File: src/hdl/uncertainty_arithmetic_unit_macros.svh
// Assertion macros used by the uncertainty arithmetic unit top level.
`ifndef UNCERTAINTY_ARITHMETIC_UNIT_MACROS_SVH
`define UNCERTAINTY_ARITHMETIC_UNIT_MACROS_SVH

// Same-cycle implication, disabled during reset.
`define UAU_ASSERT_NOW(lbl, clk, rst_n, ante, cons, msg) \
    lbl: assert property (@(posedge clk) disable iff (!rst_n) (ante) |-> (cons)) \
        else $error(msg);

// Next-cycle implication, disabled during reset.
`define UAU_ASSERT_NEXT(lbl, clk, rst_n, ante, cons, msg) \
    lbl: assert property (@(posedge clk) disable iff (!rst_n) (ante) |=> (cons)) \
        else $error(msg);

`endif

File: src/hdl/uau_pkg.sv
// Types, constants and helper functions of the uncertainty arithmetic unit.
`default_nettype none
package uau_pkg;

    localparam int FRAC_BITS = 16;
    localparam int DATA_W    = 32;
    localparam int MAG_W     = 32;
    localparam int PROD_W    = 2 * MAG_W;
    localparam int NUM_W     = PROD_W + FRAC_BITS;
    localparam int Q_W       = 32;
    localparam int HI_W      = NUM_W - Q_W;
    localparam int REM_W     = PROD_W + 1;
    localparam int DIV_STAGES = Q_W;

    localparam logic [PROD_W-1:0] NEG_LIM = PROD_W'(64'h0000_0000_8000_0000);
    localparam logic [PROD_W-1:0] POS_LIM = PROD_W'(64'h0000_0000_7FFF_FFFF);
    localparam logic [PROD_W-1:0] OVF_MAG = PROD_W'(64'h0000_0100_0000_0000);

    typedef enum logic [2:0] {
        ACT_ADD   = 3'd0,
        ACT_SUB   = 3'd1,
        ACT_MUL   = 3'd2,
        ACT_DIV   = 3'd3,
        ACT_SCALE = 3'd4,
        ACT_SDIV  = 3'd5
    } t_act;

    typedef enum logic [1:0] {
        ST_OK   = 2'd0,
        ST_SAT  = 2'd1,
        ST_DIVZ = 2'd2
    } t_status;

    typedef struct packed {
        logic              neg;
        logic [PROD_W-1:0] mag;
    } t_sm;

    typedef struct packed {
        logic is_div;
        logic divz;
        t_sm  cv;
        t_sm  cd;
    } t_ctl;

    typedef struct packed {
        logic [REM_W-1:0]  rem;
        logic [PROD_W-1:0] den;
        logic [Q_W-1:0]    low;
        logic [Q_W-1:0]    quo;
        logic              ovf;
    } t_div;

    function automatic t_sm sm_add(t_sm x, t_sm y);
        t_sm r;
        if (x.neg == y.neg) begin
            r.neg = x.neg;
            r.mag = x.mag + y.mag;
        end else if (x.mag >= y.mag) begin
            r.neg = x.neg;
            r.mag = x.mag - y.mag;
        end else begin
            r.neg = y.neg;
            r.mag = y.mag - x.mag;
        end
        return r;
    endfunction

    // Divider setup: quotient fits Q_W bits unless ovf.
    function automatic t_div div_init(logic [PROD_W-1:0] n, logic [PROD_W-1:0] d);
        t_div             r;
        logic [NUM_W-1:0] num;
        logic [HI_W-1:0]  hi;
        num   = NUM_W'(n) << FRAC_BITS;
        hi    = num[NUM_W-1:Q_W];
        r.ovf = NUM_W'(hi) >= NUM_W'(d);
        r.rem = REM_W'(hi);
        r.den = d;
        r.low = num[Q_W-1:0];
        r.quo = '0;
        return r;
    endfunction

    // Returns {saturated, value}.
    function automatic logic [DATA_W:0] sat32(t_sm s);
        logic              flag;
        logic [DATA_W-1:0] val;
        flag = 1'b0;
        if (s.neg) begin
            if (s.mag > NEG_LIM) begin
                flag = 1'b1;
                val  = NEG_LIM[DATA_W-1:0];
            end else begin
                val = DATA_W'(-s.mag[DATA_W-1:0]);
            end
        end else begin
            if (s.mag > POS_LIM) begin
                flag = 1'b1;
                val  = POS_LIM[DATA_W-1:0];
            end else begin
                val = s.mag[DATA_W-1:0];
            end
        end
        return {flag, val};
    endfunction

endpackage
`default_nettype wire

File: src/hdl/uau_div_stage.sv
// One restoring-division stage: one quotient bit for each of two lanes.
`default_nettype none
module uau_div_stage (
    input  wire logic          i_clk,
    input  wire logic          i_rst_n,
    input  wire logic          i_en,
    input  wire logic          i_valid,
    input  wire uau_pkg::t_ctl i_ctl,
    input  wire uau_pkg::t_div i_v,
    input  wire uau_pkg::t_div i_d,
    output      logic          o_valid,
    output      uau_pkg::t_ctl o_ctl,
    output      uau_pkg::t_div o_v,
    output      uau_pkg::t_div o_d
);
    localparam int RW = uau_pkg::REM_W;
    localparam int QW = uau_pkg::Q_W;

    function automatic uau_pkg::t_div step(uau_pkg::t_div x);
        uau_pkg::t_div r;
        logic [RW-1:0] rem2;
        logic          bit_q;
        rem2  = {x.rem[RW-2:0], x.low[QW-1]};
        bit_q = rem2 >= RW'(x.den);
        r     = x;
        r.rem = bit_q ? rem2 - RW'(x.den) : rem2;
        r.low = {x.low[QW-2:0], 1'b0};
        r.quo = {x.quo[QW-2:0], bit_q};
        return r;
    endfunction

    logic          r_valid;
    uau_pkg::t_ctl r_ctl;
    uau_pkg::t_div r_v, r_d;

    always_ff @(posedge i_clk) begin
        if (!i_rst_n) begin
            r_valid <= 1'b0;
        end else if (i_en) begin
            r_valid <= i_valid;
        end
    end

    always_ff @(posedge i_clk) begin
        if (i_en) begin
            r_ctl <= i_ctl;
            r_v   <= step(i_v);
            r_d   <= step(i_d);
        end
    end

    assign o_valid = r_valid;
    assign o_ctl   = r_ctl;
    assign o_v     = r_v;
    assign o_d     = r_d;
endmodule
`default_nettype wire
File: config.mk
export PLATFORM = sky130hd
export DESIGN_NAME = uau_div_stage
export DESIGN_NICKNAME = d
export VERILOG_FILES = /design/src/hdl/uncertainty_arithmetic_unit_macros.svh /design/src/hdl/uau_pkg.sv /design/src/hdl/uau_div_stage.sv
export SDC_FILE = /design/constraint.sdc
export NUM_CORES = 1
export LEC_CHECK = 0
export BUFFER_PORTS_ARGS = -buffer_cell sky130_fd_sc_hd__buf_2
export CORE_AREA = 2 2 408 410
export CTS_CLUSTER_DIAMETER = 150
export DETAILED_ROUTE_END_ITERATION = 8
export DIE_AREA = 0 0 410 412
export PLACE_DENSITY = 0.44
export SLEW_MARGIN = 20
export SYNTH_ARGS = -nofsm -noshare
export SYNTH_HDL_FRONTEND = slang
export SYNTH_SLANG_ARGS = --single-unit
File: constraint.sdc
create_clock -name i_clk -period 3.9 [get_ports i_clk]
set_input_delay 0.195 -clock i_clk [delete_from_list [all_inputs] [get_ports i_clk]]
set_output_delay 0.195 -clock i_clk [all_outputs]
set_load 0.1 [all_outputs]
==> implementation parameters <==
Parameter                              Value

Finish
  Area taken by multi-input logic gates ... between 8000 and 9000 µm²
  Nets ... around 4400
  Number of fill cells in the layout ... 17600
  Area taken by flip-flops and latches ... 15600 µm²
  Share of final-layout standard cells stronger than drive strength 1 ... 33.8%
  Synth-to-Final Area Change ... 63.9%
  Post-layout utilization of the core ... 25.0%
  Non-filler instance count after layout ... 5970

Critical path
  Count of buffer and inverter cells on the critical path ... 5
  Worst path slowest cell ... dlygate4sd3_1
  Worst setup slack for register-to-register paths ... 2.73 ns
  Required time worst endpoint ... 4.32 ns
  Type of origin of the critical path ... input port
  Class of the most critical setup path ... input port to register
  Worst R2R Start ... o_valid
  CP cell instances ... dlygate4sd3_1 -> buf_2 -> inv_1 -> ha_1 -> and3_1 -> a31o_2 -> o211ai_1 -> a31oi_1 -> o32a_1 -> o21ba_1 -> nor2_2 -> o21ai_2 -> a21oi_4 -> buf_12 -> inv_2 -> mux2_1
  Biggest fanout along the worst timing path ... 39
  Critical Path AT ... approximately 4 ns
  Reg2reg end ... o_valid
  CP max stage delay ... 0.53 ns
  Cell depth of the worst flop-to-flop path ... 3
  Type of destination of the critical path ... register
  Crit. path cell count ... 16
  Kind of cell adding the most delay to the critical path ... compound AO/OA/AOI/OAI gates

Yosys
  Ranking of synthesized cells by area ... edfxtp_1 62%, ha_1 6.4%, nand2_1 3.6%
  Area of the mapped netlist ... 25100 µm²
  Number of enable flip-flop cells after synthesis ... approximately 520
  Per-instance average area after synthesis ... about 12 µm²
  Area share of the largest cell type after synthesis ... roughly 62%
  Seq/Total Area, Yosys ... 62.2%
  Post-synth top cells ... 518 x edfxtp_1, 239 x nand2_1, 177 x o21ai_0, 158 x inv_1, 139 x a21oi_1
  Synth area leader ... edfxtp_1
  Top-count cell post-synth ... edfxtp_1
  Post-synth cell types ... 79
  Post-synthesis sequential element count ... 519
  Proportion of synthesized flip-flops having asynchronous set or reset ... 0%
  Instance count of the mapped netlist ... slightly above 2000
  Synth warn ... 0
  Main synth FF type ... edfxtp_1

Drt
  Initial detailed-routing violation count ... about 1300
  Initial DRT Pass Iterations ... 6
  Routed len/inst ... 23.5 µm
  Routed wire length ... around 140 mm
  DRC violation count after routing ... 0
  Avg Vias per Cell ... between 3 and 4
  Routed vias ... 23300
  Antenna Violating Nets Remaining ... 0

Place
  Placer Congestion ... ~0.84
  Detailed placement HPWL ... between 100 and 150 mm
  Total instance count after detailed placement ... roughly 5300
  Number of port buffers ... just over 1000

Timing
  Share of the cycle needed by the critical path after routing ... between 90% and 100%
  Number of failing hold endpoints at the final stage ... 0
  Final worst hold slack ... ~0.17 ns
  Number of slew-limit violations in the final report ... 0
  Worst slew margin relative to its limit ... roughly 33%
  RSZ-0062 raised after global routing ... false
  Number of setup violations in the final report ... 0
  Slew at the pin closest to its max-slew limit ... slightly above 1 ns
  Timing-limited maximum frequency ... ~270 MHz
  Minimum period implied by the final worst setup slack ... 3.70 ns
  Largest clock skew in the final design ... 0 ns
  Setup Total Neg Slack ... 0 ns

Die
  Count of boundary I/O pins ... ~1000
  # rows ... approximately 150
  Initial core utilization ... 15.3%
  Horizontal die dimension ... 410 µm
  Die Y-Extent ... around 410 µm
  Core ar. ... roughly 160000 µm²
  Total die area ... about 170000 µm²

Power
  Pwr Density ... 521 nW/µm²
  Peak supply drop ... approximately 0.34 mV
  Leakage power summed over all cells ... around 17 nW
  Post-layout total power ... between 20 and 25 mW

Clock network
  CTS tree ... built
  Number of sinks on the clock net ... a little over 500
  CTS H-tree lvls ... 3
  Clock latency at the later pin of the worst-skew pair ... between 0.6 and 0.7 ns
  Clock buffer count from CTS ... a little over 70
  Buffer count from post-CTS setup fixing ... 0
  Max clock buf depth ... 3
  Clock root buffer master ... clkbuf_16
  Post-CTS clock slew at the launch and capture registers of the worst setup and hold paths ... ~0.050 ns

Hold path
  Startpoint of the most critical hold path ... i_en
  Min-delay worst type ... input port to register
  Destination of the worst hold path ... o_d[104]
  Hold path cells ... 1

GRT
  Global Route Usage Sum ... around 16%
  Grt total ovfl ... 0
  Pin count of the biggest net entering global routing ... 79
  Wire length of the first global-routing pass ... approximately 190 mm
  Antenna violations before repair ... 82
  Vias in the first global route ... approximately 24000

Run
  Number of maximum-capacitance violations ... 0

Status
  Result of the run ... completed
how the worst max path moves through the flow:
| stage | startpoint | end |
|---|---|---|
| 2_1_floorplan | i_v[73] | o_v[192] |
| 3_3_place_gp | i_v[91] | o_v[138] |
| 3_5_place_dp | i_v[74] | o_v[138] |
| 4_1_cts | i_v[74] | o_v[138] |
| 5_1_grt | i_v[74] | o_v[138] |
| 6_report | i_v[74] | o_v[138] |
timing repair:
item                                    4_1_cts  5_1_grt
endpoints found under the setup margin        0        1
gates resized for setup                       0        0
hold buffers                                518        0
hold endpoints to repair                    517        0
cell families after synthesis:
logic type                 Yosys count  share of synthesized area (%)
and+or+nand+nor                    481                           8.70
adders and majority gates          130                           6.55
buffers and inverters              240                           3.99
AOI/OAI and AO/OA                  564                           14.0
muxes                                9                          0.400
xor gates and xnor gates           119                           4.16
other                                1                         0.0150
DFF                                519                           62.2
registers in the layout, indices dropped and copies added (netlist names):
| name | count |
|---|---|
| o_ctl | 132 |
| o_d | 193 |
| o_v | 193 |
| o_valid | 1 |
worst reg2reg max path: stages, from the launching register on:
cell           delay [ns]
dfxtp_1              0.31
mux2i_1              0.12
nor2b_1              0.07
dlygate4sd3_1        0.56
through the flow:
step | setup WS [ns] | area (µm²)
6_report | 0.204 | 41100
5_1_grt | 0.0320 | 41000
4_1_cts | 0.275 | 41000
3_5_place_dp | 0.0646 | 33400
3_3_place_gp | 0.0864 | 33400
2_1_floorplan | 0.772 | 25100
power by group:
group | internal, mW | total (mW) | leakage (nW) | switching [mW]
Sequential | 6.81 | 6.97 | 5.07 | 0.154
Clock | 3.93 | 6.78 | 1.16 | 2.85
Combinational | 1.64 | 7.63 | 11.1 | 5.99
cell type report:
cell class / count / area share [%]
tap: 2189 / 6.67
clock buffer: 86 / 4.52
sequential: 519 / 37.9
clock inverter: 45 / 1.29
antenna: 20 / 0.122
inverter: 159 / 1.45
timing repair buffer: 1647 / 27.3
multi-input combinational: 1305 / 20.7
per-layer routing:
metal / global-route usage [%] / vias up / wire (µm)
li1: - / 10900 / -
met1: 18.5 / 11200 / 55400
met2: 28.5 / 978 / 70600
met3: 4.55 / 181 / 10700
met4: 4.35 / 54 / 3080
met5: 0 / - / 327
layout by cell type (no fill, tap or decap), drive strengths merged, types with 24 or more instances in the layout:
| master | instances |
|---|---|
| buf | 1129 |
| dlygate4sd3 | 518 |
| edfxtp | 518 |
| nand2 | 239 |
| o21ai | 196 |
| inv | 170 |
| a21oi | 141 |
| ha | 128 |
| clkbuf | 86 |
| nor2 | 76 |
| a21o | 66 |
| xnor2 | 66 |
| xor2 | 53 |
| nand4 | 38 |
| o21bai | 28 |
| nand3 | 27 |
| a31oi | 24 |
| clkinv | 24 |
No activity file was read; power rests on OpenSTA's default activity.
